$ cat src/rtl/spq_pkg.sv
`timescale 1ns / 1ps
// ----------------------------------------------------------------------------
// spq_pkg: shared types and constants of the sorted priority queue
// Sizes, status codes and the controller-to-datapath command bundle.
// ----------------------------------------------------------------------------
package spq_pkg;

  localparam int DEPTH     = 16;
  localparam int PRIO_BITS = 8;
  localparam int DATA_BITS = 32;
  localparam int CNT_W     = $clog2(DEPTH + 1);

  typedef logic [1:0] status_t;

  localparam status_t ST_OK    = 2'd0;
  localparam status_t ST_FULL  = 2'd1;
  localparam status_t ST_EMPTY = 2'd2;

  localparam logic FUNC_INSERT = 1'b0;
  localparam logic FUNC_REMOVE = 1'b1;

  typedef struct packed {
    logic load;   // capture the request fields
    logic exec;   // apply the captured request to the cell array
  } spq_cmd_t;

endpackage

$ cat src/rtl/spq_ctrl.sv
`timescale 1ns / 1ps
// ----------------------------------------------------------------------------
// spq_ctrl: sequencing of the sorted priority queue
// Two-state controller: capture a request, then execute it and strobe done.
// ----------------------------------------------------------------------------
module spq_ctrl
  import spq_pkg::*;
(
  input  logic     clk,
  input  logic     rst,
  input  logic     start,
  output logic     busy,
  output logic     done,
  output spq_cmd_t cmd
);

  typedef enum logic {
    S_IDLE,
    S_EXEC
  } state_t;

  state_t state;
  logic   exec;

  assign cmd.load = start && !busy;
  assign cmd.exec = exec;

  always_ff @(posedge clk) begin
    if (rst) begin
      state <= S_IDLE;
      busy  <= 1'b0;
      exec  <= 1'b0;
      done  <= 1'b0;
    end else begin
      case (state)
        S_IDLE: begin
          done <= 1'b0;
          if (start) begin
            state <= S_EXEC;
            busy  <= 1'b1;
            exec  <= 1'b1;
          end
        end
        S_EXEC: begin
          // the datapath registers its result on this edge
          state <= S_IDLE;
          busy  <= 1'b0;
          exec  <= 1'b0;
          done  <= 1'b1;
        end
        default: begin
          state <= S_IDLE;
          busy  <= 1'b0;
          exec  <= 1'b0;
          done  <= 1'b0;
        end
      endcase
    end
  end

endmodule

$ cat src/rtl/spq_datapath.sv
`timescale 1ns / 1ps
// ----------------------------------------------------------------------------
// spq_datapath: sorted cell array of the priority queue
// Each cell compares its key with the new key in parallel; an insert shifts
// the cells behind the insertion point up by one, a remove shifts all down.
// ----------------------------------------------------------------------------
module spq_datapath
  import spq_pkg::*;
(
  input  logic                 clk,
  input  logic                 rst,
  input  spq_cmd_t             cmd,
  input  logic                 func,
  input  logic [PRIO_BITS-1:0] priority_req,
  input  logic [DATA_BITS-1:0] payload,
  output status_t              status,
  output logic [PRIO_BITS-1:0] out_priority,
  output logic [DATA_BITS-1:0] out_payload,
  output logic [CNT_W-1:0]     occupancy
);

  logic                 req_func;
  logic [PRIO_BITS-1:0] req_prio;
  logic [DATA_BITS-1:0] req_data;

  logic [PRIO_BITS-1:0] slot_prio      [DEPTH];
  logic [DATA_BITS-1:0] slot_data      [DEPTH];
  logic [PRIO_BITS-1:0] slot_prio_next [DEPTH];
  logic [DATA_BITS-1:0] slot_data_next [DEPTH];
  logic [CNT_W-1:0]     count;
  logic [CNT_W-1:0]     count_next;
  logic [DEPTH-1:0]     stays;   // cell holds an entry that stays ahead of the new one
  logic                 is_full;
  logic                 is_empty;

  assign is_full   = (count == CNT_W'(DEPTH));
  assign is_empty  = (count == '0);
  assign occupancy = count;

  always_ff @(posedge clk) begin
    if (cmd.load) begin
      req_func <= func;
      req_prio <= priority_req;
      req_data <= payload;
    end
  end

  always_comb begin
    for (int i = 0; i < DEPTH; i++) begin
      stays[i] = (CNT_W'(i) < count) && (slot_prio[i] <= req_prio);
    end
  end

  always_comb begin
    count_next = count;
    for (int i = 0; i < DEPTH; i++) begin
      slot_prio_next[i] = slot_prio[i];
      slot_data_next[i] = slot_data[i];
    end
    if (req_func == FUNC_INSERT) begin
      if (!is_full) begin
        count_next = count + CNT_W'(1);
        for (int i = 0; i < DEPTH; i++) begin
          if (!stays[i]) begin
            if (i == 0) begin
              slot_prio_next[i] = req_prio;
              slot_data_next[i] = req_data;
            end else if (stays[i-1]) begin
              slot_prio_next[i] = req_prio;
              slot_data_next[i] = req_data;
            end else begin
              slot_prio_next[i] = slot_prio[i-1];
              slot_data_next[i] = slot_data[i-1];
            end
          end
        end
      end
    end else begin
      if (!is_empty) begin
        count_next = count - CNT_W'(1);
        for (int i = 0; i < DEPTH - 1; i++) begin
          slot_prio_next[i] = slot_prio[i+1];
          slot_data_next[i] = slot_data[i+1];
        end
      end
    end
  end

  always_ff @(posedge clk) begin
    if (cmd.exec) begin
      for (int i = 0; i < DEPTH; i++) begin
        slot_prio[i] <= slot_prio_next[i];
        slot_data[i] <= slot_data_next[i];
      end
    end
  end

  always_ff @(posedge clk) begin
    if (rst) begin
      count <= '0;
    end else if (cmd.exec) begin
      count <= count_next;
    end
  end

  // result registers
  always_ff @(posedge clk) begin
    if (cmd.exec) begin
      if (req_func == FUNC_INSERT) begin
        status       <= is_full ? ST_FULL : ST_OK;
        out_priority <= '0;
        out_payload  <= '0;
      end else if (is_empty) begin
        status       <= ST_EMPTY;
        out_priority <= '0;
        out_payload  <= '0;
      end else begin
        status       <= ST_OK;
        out_priority <= slot_prio[0];
        out_payload  <= slot_data[0];
      end
    end
  end

endmodule

$ cat src/rtl/sorted_priority_queue.sv
`timescale 1ns / 1ps
// ----------------------------------------------------------------------------
// sorted_priority_queue: bounded priority queue in ascending key order
// Holds up to DEPTH entries sorted by priority; equal keys leave in arrival
// order. A request is taken when start is high and busy is low. Each request
// is captured in the idle state; in the execute state that follows, all cells
// compare and shift in parallel. done pulses for one cycle, the cycle in which
// busy falls, and marks status, out_priority, out_payload and occupancy; the
// receiver cannot stall, so sample the result on that cycle. A new request may
// be started in the cycle done is high, so requests never overlap.
// ----------------------------------------------------------------------------
module sorted_priority_queue
  import spq_pkg::*;
(
  input  logic                 clk,
  input  logic                 rst,
  input  logic                 start,
  output logic                 busy,
  input  logic                 func,
  input  logic [PRIO_BITS-1:0] priority_req,
  input  logic [DATA_BITS-1:0] payload,
  output logic                 done,
  output status_t              status,
  output logic [PRIO_BITS-1:0] out_priority,
  output logic [DATA_BITS-1:0] out_payload,
  output logic [CNT_W-1:0]     occupancy
);

  spq_cmd_t cmd;

  spq_ctrl u_ctrl (
    .clk   (clk),
    .rst   (rst),
    .start (start),
    .busy  (busy),
    .done  (done),
    .cmd   (cmd)
  );

  spq_datapath u_datapath (
    .clk          (clk),
    .rst          (rst),
    .cmd          (cmd),
    .func         (func),
    .priority_req (priority_req),
    .payload      (payload),
    .status       (status),
    .out_priority (out_priority),
    .out_payload  (out_payload),
    .occupancy    (occupancy)
  );

`ifndef NO_ASSERTIONS
  a_done_after_busy: assert property (@(posedge clk) disable iff (rst)
    done |-> $past(busy))
    else $error("done without a preceding execute cycle");

  a_busy_one_cycle: assert property (@(posedge clk) disable iff (rst)
    busy |=> !busy)
    else $error("execute lasted more than one cycle");

  a_occ_bound: assert property (@(posedge clk) disable iff (rst)
    occupancy <= CNT_W'(DEPTH))
    else $error("occupancy above depth");

  a_full_status: assert property (@(posedge clk) disable iff (rst)
    done && (status == ST_FULL) |-> (occupancy == CNT_W'(DEPTH)) && (out_priority == '0))
    else $error("full reported on a queue that is not full");

  a_empty_status: assert property (@(posedge clk) disable iff (rst)
    done && (status == ST_EMPTY) |-> (occupancy == '0) && (out_payload == '0))
    else $error("empty reported on a queue that holds entries");
`endif

endmodule

$ cat config.mk
export PLATFORM = sky130hd
export DESIGN_NAME = sorted_priority_queue
export DESIGN_NICKNAME = d
export VERILOG_FILES = /design/src/rtl/spq_pkg.sv /design/src/rtl/spq_ctrl.sv /design/src/rtl/spq_datapath.sv /design/src/rtl/sorted_priority_queue.sv
export SDC_FILE = /design/constraint.sdc
export NUM_CORES = 2
export LEC_CHECK = 0
export BUFFER_PORTS_ARGS = -buffer_cell sky130_fd_sc_hd__buf_2
export CAP_MARGIN = 20
export CORE_MARGIN = 4
export CORE_UTILIZATION = 65
export DETAILED_ROUTE_END_ITERATION = 8
export GPL_TIMING_DRIVEN = 0
export PLACE_DENSITY = 0.79
export SYNTH_ARGS = -nofsm -noshare
export SYNTH_HDL_FRONTEND = slang
export SYNTH_SLANG_ARGS = --single-unit
$ cat constraint.sdc
create_clock -name clk -period 6.1 [get_ports clk]
set_input_delay 0.305 -clock clk [delete_from_list [all_inputs] [get_ports clk]]
set_output_delay 0.305 -clock clk [all_outputs]
set_load 0.01 [all_outputs]
Word level (Yosys, flattened, before mapping)

Memory sizes are Yosys's and may differ from the RTL's.
Cells that the tools add are included.

Memories: 2
Bits in writable memories: 640
Register bits: 91

$lt $le $gt $ge: 32
$add $sub $neg: 2
Muxes and demuxes: 83
Bitwise logic cells: 2
Reduce and logical (&&, ||, !) cells: 21
Equality and inequality tests: 4

Memories:

| name                 | words | width | rd ports | clocked after memory_dff | wr ports | RTL line           | RTL |
|---|---|---|---|---|---|---|---|
| u_datapath.slot_data | 16    | 32    | 16       | 0                        | 16       | spq_datapath.sv:27 | `logic [DATA_BITS-1:0] slot_data [DEPTH];` |
| u_datapath.slot_prio | 16    | 8     | 16       | 0                        | 16       | spq_datapath.sv:26 | `logic [PRIO_BITS-1:0] slot_prio [DEPTH];` |

Operators with widths:

| operator              | number |
|---|---|
| $mux W32              | 32 |
| $mux W480             | 2 |
| $mux W512             | 1 |
| $mux W8               | 32 |
| $mux W120             | 2 |
| $le A8 B8 Y1          | 16 |
| $mux W128             | 1 |
| $lt A4 B5 Y1 const A  | 8 |
| $lt A3 B5 Y1 const A  | 4 |
| $logic_and A1 B1 Y1   | 17 |
| $mux W5               | 3 |
| $lt A1 B5 Y1 const A  | 2 |
| $lt A2 B5 Y1 const A  | 2 |
| $pmux W1 S2           | 3 |
| $add A5 B1 Y5 const B | 1 |
| $eq A5 B5 Y1 const B  | 1 |
| $logic_not A5 Y1      | 1 |
| $mux W1               | 5 |
| $sub A5 B1 Y5 const B | 1 |
| $mux W2               | 2 |
| $ne A2 B2 Y1 const B  | 2 |
| $reduce_and A3 Y1     | 1 |
| $ne A2 B1 Y1 const B  | 1 |
| $not A1 Y1            | 2 |
| 2 further kinds       | 2 |

Longest topological paths before layout

An unclocked memory read counts as a cell.

Depth after elaboration: 7
Depth in mapped cells: 10
Mapped depth without buffers: 7

Cells and area by module

Synthesis repeated with hierarchy kept, for this count alone.

Cells, all modules: 4,262
Area total of the unflattened synthesis: 45,059.5 µm²

Modules (own cells, without submodules):

| module       | cells each | times used | area an instance (µm²) | seq. area each (µm²) |
|---|---|---|---|---|
| spq_datapath | 4,253      | 1          | 44,953.1               | 21,810.9 |
| spq_ctrl     | 9          | 1          | 106.4                  | 60.1 |

Worst setup path after synthesis

No wires, ideal clock.

Kind: reg-to-reg
Start: register u_datapath.req_prio[7] (netlist name)
End: memory u_datapath.slot_data[5][0], in the netlist u_datapath.slot_data[0][160], enable pin
Stages on the path, launching flop included: 9
Arrival: 3.237 ns
Path buffers: 2
Slack: 2.458 ns
Setup time: 0.405 ns
Clock period less this slack: 3.642 ns
Path through: edfxtp_1 > clkbuf_1 > inv_1 > ha_1 > nand4_1 > nand2b_1 > a21oi_1 > clkbuf_1 > o41a_1

RTL lines:

| element          | RTL line |
|---|---|
| end: declaration | spq_datapath.sv:27 |

==> implementation parameters <==
Parameter                              Value

Placement
  Post-detailed-placement half-perimeter wirelength ... 124 mm
  Number of input and output port buffers inserted ... 91
  Placed cell areas ... 45700 um2
  Gp weighted congestion ... between 1 and 1.5

STA
  Count of final hold-check violations ... 0
  Setup TNS ... 0 ps
  Worst Clk Skew ... roughly 22 ps
  Worst-Margin Slew ... roughly 1200 ps
  Crit share post-route ... 0.892
  Max-slew headroom ... 0.199
  Period minus WS final ... 5440 ps
  Pins Over Slew Limit ... 0
  F_max ... ~180 MHz
  Setup violators final ... 0
  RSZ-0062 raised after global routing ... no

Floorplanning
  Die outline area ... 71700 um2
  IO Pins ... just over 90
  Initial core utilization ... 0.661
  Horizontal die dimension ... 268 um
  Floorplan die height ... 268 um
  Total core area ... 66300 um2
  FP Rows ... 94

Finish
  Area Growth Syn to Fin ... 11.1%
  Most common library cell in the layout ignoring fill and taps ... edfxtp_1
  Commonest cells after routing, fill and taps aside ... edfxtp_1, nand2_1, o211ai_1
  FF+latch area ... 21900 um2
  Number of nets in the final layout ... between 4000 and 5000
  Proportion of layout cells with a drive suffix above 1 ... 0.0787
  FILL cells ... 4700
  Antenna cells ... 0
  Area taken by multi-input logic gates ... slightly below 20000 um2
  Post-route cell area ... just under 50000 um2

Detailed routing
  Post-DRT Antenna Nets ... 0
  Drt via density ... ~7.5
  First-pass iteration count of the detailed router ... 9
  DRC Markers ... 5
  Detail-routed net length per standard cell ... 29.5 um
  Via Count ... 41395
  DRC marker count from the first detailed-route iteration ... 7380
  DRT Wirelength ... 162 mm

Critical path
  Buf/Inv on CP ... 3
  Cell class contributing the biggest share of worst-path delay ... buffers and inverters
  Kind of critical path ... flip-flop to flip-flop
  CP max stage delay ... 910 ps
  Required time at the endpoint of the critical path ... 6370 ps
  Setup crit start kind ... flip-flop
  Slowest library cell on the worst path ... a21oi_1
  Data arrival, critical path ... 5710 ps
  Critical Path, Cell by Cell ... clkbuf_1 > inv_1 > ha_1 > nand4_1 > nand2b_1 > a21oi_1 > buf_2 > o41a_2
  Critical Path End Type ... flip-flop
  Crit Path Max Fanout ... 40

Global routing
  Global-route met2 utilization ... 0.663
  GR met3 Demand/Resource ... 0.135
  Met1 demand-to-capacity share in global routing ... 0.582
  Initial antenna violation count ... 1
  Sum of overflow across all layers after global routing ... 0
  Vias in the first global route ... 38269
  Pin count of the biggest net entering global routing ... 41
  Most utilized layer in the global route result ... met2
  Wire length of the first global-routing pass ... 236 mm
  Total routing resource utilization after global routing ... 0.438

Synthesis
  Top cells by area in the synthesized netlist ... edfxtp_1, o211ai_1, a22oi_1
  Number of enable flip-flop cells after synthesis ... 723
  Most area-hungry cell type in the Yosys netlist ... edfxtp_1
  Number of nets produced by synthesis ... 4504
  Cells after Synth ... 4328
  Synthesis warning total ... 0
  Share of synthesized area occupied by flip-flops and latches ... 0.499
  Synthesized area divided by synthesized cell count ... 10.1 um2
  Synth top area share ... 0.495
  Share of flip-flops with an asynchronous set or reset after synthesis ... 0
  Syn Std Cell Area ... 43900 um2
  Post-synthesis cell type count ... 52
  #FFs+latches synth ... 731
  Post-synth top flop ... edfxtp_1

Clocking
  Clock tree from TritonCTS ... yes
  Library cell used as clock root buffer ... clkbuf_16
  CTS resizes ... 0
  CTS clk-pin slew, worst paths ... around 60 ps
  Post-CTS Hold Buffers ... 42
  Post CTS Setup Buffer Count ... 0
  Clock latency reported for the late side of the worst-skew pair ... 650 ps
  CTS Buf Count ... 80
  Max Root-Sink Buffers ... 3
  CTS H-Tree Depth ... 3
  Clock net sink count ... 731

Hold path
  Type of the most critical hold path ... input pin to flip-flop

Pwr
  P_leak ... approximately 16 nW
  VDD IR-drop max ... 0.239 mV
  Total power divided by cell area ... 310 nW/um2

Outcome
  Violated checks ... design-rule violations
  Result of the run ... finished, violations left

Run
  Max_cap viols ... 0
==> cell type report <==
| class | instances | share of cell area |
|---|---|---|
| Sequential cell | 731 | 0.449 |
| Multi-Input combinational cell | 2952 | 0.399 |
| Buffer | 543 | 0.0455 |
| Clock buffer | 96 | 0.0432 |
| Timing Repair Buffer | 148 | 0.0238 |
| Tap cell | 864 | 0.0222 |
| Clock inverter | 51 | 0.00973 |
| Inverter | 102 | 0.00786 |
==> logic make-up (layout without fill, tap and decap cells) <==
kind of cell / Yosys count / in the layout / synth area share
xor+xnor: 6 / 6 / 0.00120
fa+ha+maj: 132 / 132 / 0.0376
simple gates: 1540 / 1540 / 0.181
flops: 731 / 731 / 0.499
buf+inv: 645 / 940 / 0.0593
compound gates: 1273 / 1273 / 0.223
mux: 1 / 1 / 0.000228
==> worst reg2reg max path, cell delays in order (launching register included) <==
cell	delay, ps
edfxtp_1	450
clkbuf_1	710
inv_1	810
ha_1	620
nand4_1	140
nand2b_1	180
a21oi_1	910
buf_2	400
o41a_2	830
==> power breakdown <==
| group | internal, mW | switching [mW] | total, mW |
|---|---|---|---|
| Combinational | 1.08 | 2.33 | 3.42 |
| Clock | 2.78 | 2.17 | 4.94 |
| Sequential | 6.25 | 0.472 | 6.73 |
==> through the flow <==
| stage | utilization | instances | worst slack [ps] | power [mW] | hold slack (ps) |
|---|---|---|---|---|---|
| 3_3_place_gp | 0.685 | 5283 | 364 | 9.88 | 432 |
| 3_5_place_dp | 0.689 | 5298 | 1130 | 10.0 | 477 |
| 4_1_cts | 0.734 | 5487 | 1080 | 14.8 | 225 |
| 6_report | 0.734 | 5487 | 661 | 15.1 | 301 |
| 5_1_grt | 0.734 | 5487 | 633 | 15.5 | 275 |
| 2_1_floorplan | - | 4328 | 2460 | 8.82 | 404 |
==> cells in the mapped netlist, types with 20 or more instances <==
master,count
a21oi_1,53
a22oi_1,320
a32oi_1,200
and2_1,51
buf_2,104
clkbuf_1,412
edfxtp_1,723
ha_1,132
inv_1,102
nand2_1,541
nand3_1,328
nand4_1,352
nor2_1,21
nor2b_1,27
o211ai_1,519
o21ai_0,20
o221ai_1,40
o32ai_1,42
or3_1,122
or4_1,80
==> path summary, 6_finish.rpt <==
| path | from | endpoint | slack, ps | depth (start not counted) |
|---|---|---|---|---|
| worst max-delay path | u_datapath.req_prio[7] | u_datapath.slot_data[1][80] | 660 | 8 |
| worst min-delay path | rst | u_datapath.occupancy[3] | 300 | 2 |
| worst max register to register | u_datapath.req_prio[7] | u_datapath.slot_data[1][80] | 660 | 8 |
| worst min register to register | u_ctrl.state | u_ctrl.busy | 470 | 1 |
==> sequential cells by signal (all words and copies together), names as in the netlist <==
register / count
u_datapath.req_prio: 8
u_datapath.slot_data: 512
u_ctrl.done: 1
u_datapath.out_priority: 8
u_datapath.occupancy: 5
u_datapath.status: 2
u_ctrl.busy: 1
u_datapath.out_payload: 32
u_datapath.slot_prio: 128
u_datapath.req_data: 32
u_datapath.req_func: 1
u_ctrl.state: 1
==> layer usage <==
| layer | share of wire | vias up |
|---|---|---|
| li1 | - | 17920 |
| met1 | 0.35 | 19465 |
| met2 | 0.43 | 3533 |
| met3 | 0.16 | 475 |
| met4 | 0.058 | 2 |
| met5 | 0.000068 | - |
Power figures use the tool's default switching activity.
